[src/rtl/spl_pkg.sv]
// Shared types and constants of the sorted priority list.
// Used by the controller, the datapath, the top level and the checker.
package spl_pkg;

  localparam int unsigned DATA_W    = 16;
  localparam int unsigned ENTRY_W   = 2 * DATA_W;
  localparam int unsigned DEPTH_DEF = 16;

  typedef enum logic [1:0] {
    CMD_INSERT = 2'd0,
    CMD_REMOVE = 2'd1,
    CMD_DUMP   = 2'd2,
    CMD_NONE   = 2'd3
  } cmd_e;

  typedef enum logic [1:0] {
    ST_OK        = 2'd0,
    ST_NOT_FOUND = 2'd1,
    ST_FULL      = 2'd2,
    ST_EMPTY     = 2'd3
  } status_e;

  typedef struct packed {
    logic signed [DATA_W-1:0] prio;
    logic [DATA_W-1:0]        id;
  } entry_t;

  // Controller to datapath
  typedef struct packed {
    logic    ld_req;
    logic    idx_top;
    logic    idx_zero;
    logic    idx_inc;
    logic    idx_dec;
    logic    rd_en;
    logic    rd_prev;
    logic    wr_en;
    logic    wr_prev;
    logic    wr_new;
    logic    set_found;
    logic    cnt_inc;
    logic    cnt_dec;
    logic    out_load;
    logic    out_entry;
    logic    out_last;
    status_e out_status;
  } ctrl_cmd_t;

  // Datapath to controller
  typedef struct packed {
    logic full;
    logic empty;
    logic idx_zero;
    logic at_end;
    logic prio_gt;
    logic id_hit;
    logic found;
    logic out_free;
  } dp_stat_t;

endpackage

[src/rtl/spl_ram.sv]
// Generic single-write, single-read RAM with registered read data.
// Depends on nothing.
module spl_ram #(
  parameter int unsigned WIDTH = 32,
  parameter int unsigned DEPTH = 16,
  localparam int unsigned AW   = (DEPTH > 1) ? $clog2(DEPTH) : 1
) (
  input  logic             clk_i,
  input  logic             we_i,
  input  logic [AW-1:0]    waddr_i,
  input  logic [WIDTH-1:0] wdata_i,
  input  logic             re_i,
  input  logic [AW-1:0]    raddr_i,
  output logic [WIDTH-1:0] rdata_o
);

  logic [WIDTH-1:0] mem [DEPTH];
  logic [WIDTH-1:0] rdata_q;

  always_ff @(posedge clk_i) begin
    if (we_i) begin
      mem[waddr_i] <= wdata_i;
    end
    // hold read data until the next read
    if (re_i) begin
      rdata_q <= mem[raddr_i];
    end
  end

  assign rdata_o = rdata_q;

endmodule

[src/rtl/spl_ctrl.sv]
// Command sequencer of the sorted priority list: one-hot state machine.
// Depends on spl_pkg; drives the datapath through ctrl_cmd_t.
module spl_ctrl
  import spl_pkg::*;
(
  input  logic      clk_i,
  input  logic      rst_ni,
  input  logic      in_valid_i,
  output logic      in_ready_o,
  input  logic [1:0] command_i,
  input  dp_stat_t  stat_i,
  output ctrl_cmd_t cmd_o
);

  typedef enum logic [7:0] {
    S_IDLE   = 8'b0000_0001,
    S_INS_RD = 8'b0000_0010,
    S_INS_EV = 8'b0000_0100,
    S_REM_RD = 8'b0000_1000,
    S_REM_EV = 8'b0001_0000,
    S_DMP_RD = 8'b0010_0000,
    S_DMP_EV = 8'b0100_0000,
    S_RESP   = 8'b1000_0000
  } state_e;

  state_e  state_q, state_d;
  status_e status_q, status_d;

  assign in_ready_o = (state_q == S_IDLE);

  always_comb begin
    state_d  = state_q;
    status_d = status_q;
    cmd_o    = '0;
    cmd_o.out_status = status_q;
    case (state_q)
      S_IDLE: begin
        if (in_valid_i) begin
          cmd_o.ld_req = 1'b1;
          case (cmd_e'(command_i))
            CMD_INSERT: begin
              if (stat_i.full) begin
                status_d = ST_FULL;
                state_d  = S_RESP;
              end else begin
                cmd_o.idx_top = 1'b1;
                state_d       = S_INS_RD;
              end
            end
            CMD_REMOVE: begin
              if (stat_i.empty) begin
                status_d = ST_NOT_FOUND;
                state_d  = S_RESP;
              end else begin
                cmd_o.idx_zero = 1'b1;
                state_d        = S_REM_RD;
              end
            end
            CMD_DUMP: begin
              if (stat_i.empty) begin
                status_d = ST_EMPTY;
                state_d  = S_RESP;
              end else begin
                cmd_o.idx_zero = 1'b1;
                state_d        = S_DMP_RD;
              end
            end
            default: begin
              state_d = S_IDLE;
            end
          endcase
        end
      end
      S_INS_RD: begin
        if (stat_i.idx_zero) begin
          cmd_o.wr_en   = 1'b1;
          cmd_o.wr_new  = 1'b1;
          cmd_o.cnt_inc = 1'b1;
          status_d      = ST_OK;
          state_d       = S_RESP;
        end else begin
          cmd_o.rd_en   = 1'b1;
          cmd_o.rd_prev = 1'b1;
          state_d       = S_INS_EV;
        end
      end
      S_INS_EV: begin
        cmd_o.wr_en = 1'b1;
        if (stat_i.prio_gt) begin
          cmd_o.idx_dec = 1'b1;
          state_d       = S_INS_RD;
        end else begin
          cmd_o.wr_new  = 1'b1;
          cmd_o.cnt_inc = 1'b1;
          status_d      = ST_OK;
          state_d       = S_RESP;
        end
      end
      S_REM_RD: begin
        cmd_o.rd_en = 1'b1;
        state_d     = S_REM_EV;
      end
      S_REM_EV: begin
        if (stat_i.found) begin
          cmd_o.wr_en   = 1'b1;
          cmd_o.wr_prev = 1'b1;
        end else if (stat_i.id_hit) begin
          cmd_o.set_found = 1'b1;
        end
        if (stat_i.at_end) begin
          if (stat_i.found || stat_i.id_hit) begin
            cmd_o.cnt_dec = 1'b1;
            status_d      = ST_OK;
          end else begin
            status_d = ST_NOT_FOUND;
          end
          state_d = S_RESP;
        end else begin
          cmd_o.idx_inc = 1'b1;
          state_d       = S_REM_RD;
        end
      end
      S_DMP_RD: begin
        cmd_o.rd_en = 1'b1;
        state_d     = S_DMP_EV;
      end
      S_DMP_EV: begin
        if (stat_i.out_free) begin
          cmd_o.out_load   = 1'b1;
          cmd_o.out_entry  = 1'b1;
          cmd_o.out_last   = stat_i.at_end;
          cmd_o.out_status = ST_OK;
          if (stat_i.at_end) begin
            state_d = S_IDLE;
          end else begin
            cmd_o.idx_inc = 1'b1;
            state_d       = S_DMP_RD;
          end
        end
      end
      S_RESP: begin
        if (stat_i.out_free) begin
          cmd_o.out_load = 1'b1;
          cmd_o.out_last = 1'b1;
          state_d        = S_IDLE;
        end
      end
      default: begin
        state_d = S_IDLE;
      end
    endcase
  end

  always_ff @(posedge clk_i or negedge rst_ni) begin
    if (!rst_ni) begin
      state_q  <= S_IDLE;
      status_q <= ST_OK;
    end else begin
      state_q  <= state_d;
      status_q <= status_d;
    end
  end

endmodule

[src/rtl/spl_dpath.sv]
// Datapath of the sorted priority list: request registers, scan index,
// entry count, entry RAM and output register. Depends on spl_pkg, spl_ram.
module spl_dpath
  import spl_pkg::*;
#(
  parameter int unsigned DEPTH = DEPTH_DEF,
  localparam int unsigned AW   = $clog2(DEPTH),
  localparam int unsigned CW   = $clog2(DEPTH + 1)
) (
  input  logic                     clk_i,
  input  logic                     rst_ni,
  input  logic signed [DATA_W-1:0] priority_req_i,
  input  logic [DATA_W-1:0]        item_id_i,
  input  ctrl_cmd_t                cmd_i,
  output dp_stat_t                 stat_o,
  output logic                     out_valid_o,
  input  logic                     out_ready_i,
  output logic [1:0]               status_o,
  output logic signed [DATA_W-1:0] out_priority_o,
  output logic [DATA_W-1:0]        out_id_o,
  output logic                     last_o
);

  logic signed [DATA_W-1:0] req_prio_q;
  logic [DATA_W-1:0]        req_id_q;
  logic [AW-1:0]            idx_q, idx_d;
  logic [CW-1:0]            count_q, count_d;
  logic                     found_q, found_d;

  logic                     out_valid_q;
  status_e                  out_status_q;
  logic signed [DATA_W-1:0] out_prio_q;
  logic [DATA_W-1:0]        out_id_q;
  logic                     out_last_q;

  logic [ENTRY_W-1:0]       ram_rdata, ram_wdata;
  logic [AW-1:0]            ram_raddr, ram_waddr;
  entry_t                   rd_entry, new_entry;

  assign rd_entry  = entry_t'(ram_rdata);
  assign new_entry = '{prio: req_prio_q, id: req_id_q};
  assign ram_raddr = cmd_i.rd_prev ? (idx_q - AW'(1)) : idx_q;
  assign ram_waddr = cmd_i.wr_prev ? (idx_q - AW'(1)) : idx_q;
  assign ram_wdata = cmd_i.wr_new ? ENTRY_W'(new_entry) : ram_rdata;

  spl_ram #(
    .WIDTH (ENTRY_W),
    .DEPTH (DEPTH)
  ) u_ram (
    .clk_i   (clk_i),
    .we_i    (cmd_i.wr_en),
    .waddr_i (ram_waddr),
    .wdata_i (ram_wdata),
    .re_i    (cmd_i.rd_en),
    .raddr_i (ram_raddr),
    .rdata_o (ram_rdata)
  );

  assign stat_o.full     = (count_q == CW'(DEPTH));
  assign stat_o.empty    = (count_q == '0);
  assign stat_o.idx_zero = (idx_q == '0);
  assign stat_o.at_end   = ((CW'(idx_q) + CW'(1)) == count_q);
  assign stat_o.prio_gt  = (rd_entry.prio > req_prio_q);
  assign stat_o.id_hit   = (rd_entry.id == req_id_q);
  assign stat_o.found    = found_q;
  assign stat_o.out_free = !out_valid_q || out_ready_i;

  always_comb begin
    idx_d   = idx_q;
    count_d = count_q;
    found_d = found_q;
    if (cmd_i.idx_top) begin
      idx_d = count_q[AW-1:0];
    end else if (cmd_i.idx_zero) begin
      idx_d = '0;
    end else if (cmd_i.idx_inc) begin
      idx_d = idx_q + AW'(1);
    end else if (cmd_i.idx_dec) begin
      idx_d = idx_q - AW'(1);
    end
    if (cmd_i.cnt_inc) begin
      count_d = count_q + CW'(1);
    end else if (cmd_i.cnt_dec) begin
      count_d = count_q - CW'(1);
    end
    if (cmd_i.ld_req) begin
      found_d = 1'b0;
    end else if (cmd_i.set_found) begin
      found_d = 1'b1;
    end
  end

  always_ff @(posedge clk_i or negedge rst_ni) begin
    if (!rst_ni) begin
      idx_q       <= '0;
      count_q     <= '0;
      found_q     <= 1'b0;
      out_valid_q <= 1'b0;
    end else begin
      idx_q   <= idx_d;
      count_q <= count_d;
      found_q <= found_d;
      if (cmd_i.out_load) begin
        out_valid_q <= 1'b1;
      end else if (out_ready_i) begin
        out_valid_q <= 1'b0;
      end
    end
  end

  always_ff @(posedge clk_i) begin
    if (cmd_i.ld_req) begin
      req_prio_q <= priority_req_i;
      req_id_q   <= item_id_i;
    end
    if (cmd_i.out_load) begin
      out_status_q <= cmd_i.out_status;
      out_prio_q   <= cmd_i.out_entry ? rd_entry.prio : '0;
      out_id_q     <= cmd_i.out_entry ? rd_entry.id : '0;
      out_last_q   <= cmd_i.out_last;
    end
  end

  assign out_valid_o    = out_valid_q;
  assign status_o       = out_status_q;
  assign out_priority_o = out_prio_q;
  assign out_id_o       = out_id_q;
  assign last_o         = out_last_q;

endmodule

[src/rtl/stable_priority_list.sv]
// Sorted priority list: up to DEPTH entries of (priority, id), ascending,
// equal priorities in arrival order. Depends on spl_pkg, spl_ctrl, spl_dpath.
//
// Input channel (in_valid_i / in_ready_o) carries one command beat: insert,
// remove by id, or dump. Output channel (out_valid_o / out_ready_i) carries
// result beats; last_o marks the final beat of each command. Command code 3
// is taken and dropped without a result.
// in_ready_o is high only while the sequencer is idle; a command is worked
// alone from accept until its last result is loaded into the output register.
// An insert walks from the end of the list toward the front, moving each entry
// behind the new one up a slot; a remove makes one full walk, closing the gap;
// a dump reads every entry in turn and sends one beat per entry; a full insert,
// an empty remove and an empty dump go straight to their single result beat.
// Each step of a walk uses the one-read, one-write entry RAM: it reads one
// entry, waits for the registered read data, then writes at most one entry.
// The output register lets the idle block take a new command while the last
// result still waits; if the receiver stalls, the sequencer holds in its
// result or dump state and the RAM read data holds, so nothing is lost.
// Reset clears the entry count, the sequencer and the output valid; the RAM
// needs no clearing since only slots below the count are ever read.
module stable_priority_list
  import spl_pkg::*;
#(
  parameter int unsigned DEPTH = DEPTH_DEF
) (
  input  logic                     clk_i,
  input  logic                     rst_ni,
  input  logic                     in_valid_i,
  output logic                     in_ready_o,
  input  logic [1:0]               command_i,
  input  logic signed [DATA_W-1:0] priority_req_i,
  input  logic [DATA_W-1:0]        item_id_i,
  output logic                     out_valid_o,
  input  logic                     out_ready_i,
  output logic [1:0]               status_o,
  output logic signed [DATA_W-1:0] out_priority_o,
  output logic [DATA_W-1:0]        out_id_o,
  output logic                     last_o
);

  ctrl_cmd_t ctrl_cmd;
  dp_stat_t  dp_stat;

  // Sequencer: decodes the command, steps through the list.
  spl_ctrl u_ctrl (
    .clk_i      (clk_i),
    .rst_ni     (rst_ni),
    .in_valid_i (in_valid_i),
    .in_ready_o (in_ready_o),
    .command_i  (command_i),
    .stat_i     (dp_stat),
    .cmd_o      (ctrl_cmd)
  );

  // Storage, scan index, comparators and output register.
  spl_dpath #(
    .DEPTH (DEPTH)
  ) u_dpath (
    .clk_i          (clk_i),
    .rst_ni         (rst_ni),
    .priority_req_i (priority_req_i),
    .item_id_i      (item_id_i),
    .cmd_i          (ctrl_cmd),
    .stat_o         (dp_stat),
    .out_valid_o    (out_valid_o),
    .out_ready_i    (out_ready_i),
    .status_o       (status_o),
    .out_priority_o (out_priority_o),
    .out_id_o       (out_id_o),
    .last_o         (last_o)
  );

endmodule

[config.mk]
export PLATFORM = sky130hd
export DESIGN_NAME = stable_priority_list
export DESIGN_NICKNAME = d
export VERILOG_FILES = /design/src/rtl/spl_pkg.sv /design/src/rtl/spl_ram.sv /design/src/rtl/spl_ctrl.sv /design/src/rtl/spl_dpath.sv /design/src/rtl/stable_priority_list.sv
export SDC_FILE = /design/constraint.sdc
export NUM_CORES = 1
export LEC_CHECK = 0
export ABC_AREA = 1
export BUFFER_PORTS_ARGS = -buffer_cell sky130_fd_sc_hd__buf_2
export CAP_MARGIN = 30
export CORE_ASPECT_RATIO = 1.1
export CORE_UTILIZATION = 40
export CTS_CLUSTER_DIAMETER = 50
export DETAILED_ROUTE_END_ITERATION = 7
export PLACE_DENSITY = 0.6
export SYNTH_ARGS = -nofsm -noshare
export SYNTH_HDL_FRONTEND = slang
export SYNTH_SLANG_ARGS = --single-unit
[constraint.sdc]
create_clock -name clk_i -period 3.75 [get_ports clk_i]
set_input_delay 0.75 -clock clk_i [delete_from_list [all_inputs] [get_ports clk_i]]
set_output_delay 0.75 -clock clk_i [all_outputs]
set_load 0.01 [all_outputs]
Word level (Yosys, flattened, before mapping)
Memory sizes are Yosys's and may differ from the RTL's. A register that Yosys moved wholly into a read port is not among the register bits.
Cells that the tools add are included.
- $lt $le $gt $ge: 1
- muxes and demuxes: 69
- add/subtract/negate cells: 5
- reduce and logical (&&, ||, !) cells: 15
- eq/ne operators: 23
- operators by type and width (operator ; number):
    $mux W8 ; 9
    $pmux W8 S8 ; 1
    $mux W32 ; 1
    $mux W1 ; 27
    $mux W4 ; 6
    $pmux W8 S3 ; 1
    $mux W2 ; 10
    $eq A16 B16 Y1 ; 1
    $gt A16 B16 Y1 ; 1
    $mux W5 ; 3
    $ne A2 B2 Y1 const B ; 5
    $pmux W1 S2 ; 5
    $ne A3 B3 Y1 const B ; 3
    $reduce_and A9 Y1 ; 1
    $eq A8 B1 Y1 const B ; 1
    $eq A8 B2 Y1 const B ; 1
    $eq A8 B3 Y1 const B ; 1
    $eq A8 B4 Y1 const B ; 1
    $eq A8 B5 Y1 const B ; 1
    $eq A8 B6 Y1 const B ; 1
    $eq A8 B7 Y1 const B ; 1
    $eq A8 B8 Y1 const B ; 1
    $pmux W2 S4 ; 1
    $reduce_bool A4 Y1 ; 2
    other kinds (23) ; 28
- RAM bits: 512
- input bits: 38
- memories kept: 1
- logic and storage cells: 126
- bits in registers: 88
- memories (name ; words ; bits a word ; rd ports ; clocked after memory_dff ; wr ports ; line ; source):
    u_dpath.u_ram.mem ; 16 ; 32 ; 1 ; 1 ; 1 ; spl_ram.sv:17 ; logic [WIDTH-1:0] mem [DEPTH];

Longest topological paths before layout
- word-level depth: 8
- gate-level depth with buffers: 25

Cells and area by module
Synthesis repeated with hierarchy kept, for this count alone.
- cell total of the unflattened synthesis: 2706
- area, all modules: 28164.5 µm²
- modules (own cells, without submodules) (module ; sequential area each (µm²) ; area each (µm²) ; cells an instance ; times used):
    spl_ram ; 16335.7 ; 23050.9 ; 2120 ; 1
    spl_dpath ; 2287.2 ; 4142.7 ; 420 ; 1
    spl_ctrl ; 251.5 ; 970.9 ; 166 ; 1

Worst setup path after synthesis
OpenSTA, ideal clock, no wires.
- path kind: register to register
- start: register u_ctrl.state_q[0]
- end: memory u_dpath.u_ram.mem[14][0], enable pin
- arrival: 2.881 ns
- cell stages (with the launch flop): 10
- library setup time: 0.421 ns
- period minus slack after synthesis: 3.302 ns
- buffers on the path: 0
- data required time: 3.329 ns
- path slack: 0.448 ns
- cell sequence: dfstp_2 -> nor2_1 -> nand2_1 -> inv_1 -> nand4_2 -> nor2_1 -> inv_2 -> o21ai_0 -> nand2_1 -> nor2_1
- cells in the longest elaborated chain, start to end: 4
- elaborated cells on any way between the ends: 8
- classes of those cells: 3 x eq/ne; 5 x mux
- RTL lines (item ; line ; source):
    start, declared ; spl_ctrl.sv:26 ; state_e state_q, state_d;
    start signal, assigned ; spl_ctrl.sv:159 ; state_q <= state_d;
    $eq A8 B5 Y1, or another cell as far along ; spl_ctrl.sv:36 ; case (state_q)
    $pmux W1 S3 ; spl_ctrl.sv:36 ;
    $mux W1 ; spl_ram.sv:21 ; if (we_i) begin
    $mux W1 (implied by the code) ; spl_ram.sv:22 ; mem[waddr_i] <= wdata_i;
    end, declared ; spl_ram.sv:17 ;
Parallel ways exist; a longest one is shown, timed or not.

Worst setup path after layout
- start: register u_dpath.u_ram.rdata_q[31], in the netlist u_dpath.u_ram.rdata_o[31] (read register of u_dpath.u_ram.mem)
- end: memory u_dpath.u_ram.mem[10][25] (data pin)
- cells in the longest elaborated chain, start to end: 4
- RTL lines (item ; line ; source):
    start, declared ; spl_ram.sv:18 ; logic [WIDTH-1:0] rdata_q;
    $gt A16 B16 Y1 ; spl_dpath.sv:63 ; assign stat_o.prio_gt = (rd_entry.prio > req_prio_q);
    $mux W1 ; spl_ctrl.sv:89 ; if (stat_i.prio_gt) begin
    $pmux W1 S2 ; spl_ctrl.sv:36 ;
    $mux W32 ; spl_dpath.sv:44 ; assign ram_wdata = cmd_i.wr_new ? ENTRY_W'(new_entry) : ram_rdata;
    net u_dpath.ram_wdata[25] ; spl_dpath.sv:36 ; logic [ENTRY_W-1:0] ram_rdata, ram_wdata;
The timed path passes the listed nets, and every way through them passes these cells.

==> results.sh <==
export IMPL_port_buffers=74
export IMPL_cp_end_kind="flip-flop"
export IMPL_io_pins=75
export IMPL_postCtsSetupRepairBufs=0
export IMPL_final_common_cell="edfxtp_1"
export IMPL_synth_area_per_cell_um2=11.7
export IMPL_cts_buffers=60
export IMPL_whs_ns=0.0873
export IMPL_dp_cells=3224
export IMPL_synthesis_nets=2381
export IMPL_h_tree_depth=2
export IMPL_p_leak_nw=11.9
export IMPL_clk_insertion_delay_late_ns=0.63
export IMPL_rrSetupSlack_ns=0.40
export IMPL_grt_overflow_total=0
export IMPL_powerDensity_mw_per_mm2=731
export IMPL_row_count=99
export IMPL_r2r_start="u_dpath.u_ram.rdata_o[31]$_DFFE_PP_"
export IMPL_p_seq_share_pct=39.4
export IMPL_area_delta_synth_final_pct=14.5
export IMPL_routed_via_count=17500
export IMPL_grt_max_degree=129
export IMPL_path_max_fanout=54
export IMPL_drc=0
export IMPL_final_util_pct=46.6
export IMPL_worst_pin_slew_ns=0.745
export IMPL_die_y_um=275
export IMPL_irDropWorstVdd_mv=0.556
export IMPL_hpwl_um=39700
export IMPL_cts_tree="yes"
export IMPL_antenna_cells=0
export IMPL_grt_antenna_before_repair=0
export IMPL_initial_core_util_pct=40.7
export IMPL_synth_area_mm2=0.0271
export IMPL_setup_viol=0
export IMPL_final_cell_area_mm2=0.0311
export IMPL_postRouteAntennaNets=0
export IMPL_pwr_share_comb_pct=34.5
export IMPL_slew_violations=0
export IMPL_relSlewSlack_pct=50.3
export IMPL_layout_area_seq_mm2=0.0189
export IMPL_fin_cells=3336
export IMPL_cap_viol_max_count=0
export IMPL_finalCriticalPeriod_ns=3.35
export IMPL_netlist_instances=2316
export IMPL_crit_path_start_kind="flip-flop"
export IMPL_gp_congestion=0.864
export IMPL_hp_class="input port to asynchronous set/reset pin"
export IMPL_wl_per_cell_um=21.0
export IMPL_dpl_cell_area_mm2=0.0291
export IMPL_final_cell_mix="edfxtp_1, nand2_1, inv_1"
export IMPL_fin_nets=2493
export IMPL_ys_ff_latch=632
export IMPL_cts_root_buf="clkbuf_16"
export IMPL_status="finished, final reports clean"
export IMPL_core_area_mm2=0.0666
export IMPL_multi_input_area_mm2=0.00672
export IMPL_fmax_mhz=299
export IMPL_ctsResizeCount=0
export IMPL_critPathKind="flip-flop to flip-flop"
export IMPL_synth_cell_types=42
export IMPL_die_w_um=250
export IMPL_grt_pass1_wl_um=105000
export IMPL_tns_ns=0
export IMPL_rsz0062_at_grt="false"
export IMPL_r2r_end="u_dpath.u_ram.mem[10][25]$_DFFE_PP_"
export IMPL_p_int_mw=14.4
export IMPL_cts_path_max_buffers=3
export IMPL_drt_iter0_markers=1442
export IMPL_crit_required_ns=4.10
export IMPL_fillerInstances=5927
export IMPL_finClkSkew_ns=0.0186
export IMPL_clk_pin_slew_worst_paths_ns=0.07
export IMPL_ys_seq_area_share_pct=69.6
export IMPL_cp_arrival_ns=3.70
export IMPL_worstRegToRegCells=13
export IMPL_switching_share_pct=36.8
export IMPL_p_switching_mw=8.36
export IMPL_finalHoldViolCount=0
export IMPL_grt_pass1_vias=16900
export IMPL_drt_total_wl_um=69900
export IMPL_clkPwrFrac_pct=26.1
export IMPL_grt_usage_pct=20.4
export IMPL_drive_gt1_share_pct=13.9
export IMPL_die_area_mm2=0.0689
export IMPL_yosys_warnings=0
export IMPL_vias_per_cell=5.25
export IMPL_drt_first_pass_iters=7
export IMPL_cts_sinks=632
export IMPL_ctsHoldBuffers=0
export IMPL_finalCritPeriodShare_pct=89.3
==> worst max-delay path by stage <==
stage	start	end
global route	u_dpath.u_ram.rdata_o[31]$_DFFE_PP_	u_dpath.count_q[4]$_DFFE_PN0P_
global placement	u_dpath.u_ram.rdata_o[31]$_DFFE_PP_	u_dpath.u_ram.mem[8][25]$_DFFE_PP_
CTS	u_dpath.u_ram.rdata_o[31]$_DFFE_PP_	u_dpath.u_ram.mem[11][25]$_DFFE_PP_
floorplan	u_ctrl.state_q[0]$_DFFE_PN1P_	u_dpath.u_ram.mem[14][0]$_DFFE_PP_
detailed placement	u_dpath.u_ram.rdata_o[31]$_DFFE_PP_	u_dpath.u_ram.mem[11][25]$_DFFE_PP_
finish	u_dpath.u_ram.rdata_o[31]$_DFFE_PP_	u_dpath.u_ram.mem[10][25]$_DFFE_PP_
==> power by group through the flow <==
| stage | logic [mW] | clock network, mW | registers [mW] |
|---|---|---|---|
| after global placement | 7.72 | 0 | 9.08 |
| after detailed placement | 7.83 | 0 | 9.08 |
| final | 7.84 | 5.93 | 8.94 |
| after global routing | 8.69 | 6.27 | 8.98 |
| after floorplan | 5.30 | 0 | 9.02 |
| after CTS | 7.86 | 6.03 | 8.94 |
==> layout make-up <==
cell class | count | area share, %
Clock buffer | 65 | 4.96
Multi-Input combinational cell | 1276 | 21.6
Inverter | 293 | 3.57
Tap cell | 858 | 3.46
Sequential cell | 632 | 60.8
Clock inverter | 47 | 1.22
Timing Repair Buffer | 165 | 4.36
==> synthesized netlist by cell type <==
library cell	instances	area share, %
o22ai_1	2	0.046
xnor2_1	4	0.13
o21ai_2	2	0.065
a211oi_1	1	0.028
nor2_4	1	0.042
clkinv_4	1	0.032
fa_1	1	0.074
nor3_1	4	0.074
clkbuf_1	9	0.12
xor2_1	15	0.48
o21ai_0	52	0.96
dfstp_2	1	0.097
inv_2	8	0.11
nand2_4	1	0.042
nor3_4	1	0.060
nand4_1	7	0.16
buf_2	86	1.6
nor4_1	1	0.023
buf_8	1	0.055
edfxtp_1	611	68
dfrtp_1	20	1.8
buf_6	6	0.25
nor2_1	89	1.2
nand3_4	1	0.065
nor3b_1	6	0.17
nand2_2	13	0.30
clkinv_1	1	0.014
o211ai_1	162	4.5
o211ai_2	30	1.4
inv_1	283	3.9
nand3_1	223	4.1
buf_4	5	0.14
nand2_1	610	8.4
or2_2	3	0.069
nand4_2	1	0.046
ha_1	26	1.2
a21o_1	1	0.028
buf_1	8	0.11
a21oi_1	14	0.26
a31oi_1	2	0.046
nand3_2	1	0.037
o21ai_1	2	0.037
==> metrics by stage <==
stage,setup slack [ns],power [mW]
floorplan,0.448,14.3
global placement,0.475,16.8
detailed placement,0.464,16.9
CTS,0.426,22.8
global route,0.152,23.9
finish,0.403,22.7
==> kinds of logic after synthesis <==
| family | after synthesis | share of synthesized area, % |
|---|---|---|
| simple gates | 962 | 14.9 |
| flops | 632 | 69.6 |
| compound gates | 268 | 7.33 |
| xor+xnor | 19 | 0.613 |
| fa+ha+maj | 27 | 1.27 |
| buf+inv | 408 | 6.34 |
==> flip-flops by register name, summed over array words and instances, names as in the netlist <==
signal and count:
u_ctrl.state_q 8, u_dpath.req_id_q 16, u_dpath.req_prio_q 16, u_dpath.found_q 1, u_dpath.out_valid_o 1, u_dpath.count_q 5, u_dpath.out_priority_o 16, u_dpath.u_ram.rdata_o 32
u_dpath.status_o 2, u_dpath.out_id_o 16, u_dpath.u_ram.mem 512, u_dpath.idx_q 4, u_dpath.last_o 1, u_ctrl.status_q 2
==> routing by layer <==
layer	routed length, um	track usage [%]	part of all wire (%)	vias up
met1	30100	27.4	43	8560
li1	-	-	-	8241
met5	0	0	0	-
met2	33400	34.0	48	597
met3	4650	3.40	6.6	103
met4	1690	6.30	2.4	0
==> critical path: stages, from the launching register on <==
cell and delay [ns]:
edfxtp_1 0.39, ha_1 0.40, nand2_1 0.11, nor3_1 0.47, nand2_1 0.15, nand2_1 0.08
nand2_1 0.11, nand3_1 0.10, nand2_1 0.07, nand2_2 0.08, buf_4 0.23, buf_12 0.32
o21ai_0 0.28, buf_4 0.27
No activity file was read; power rests on OpenSTA's default activity.
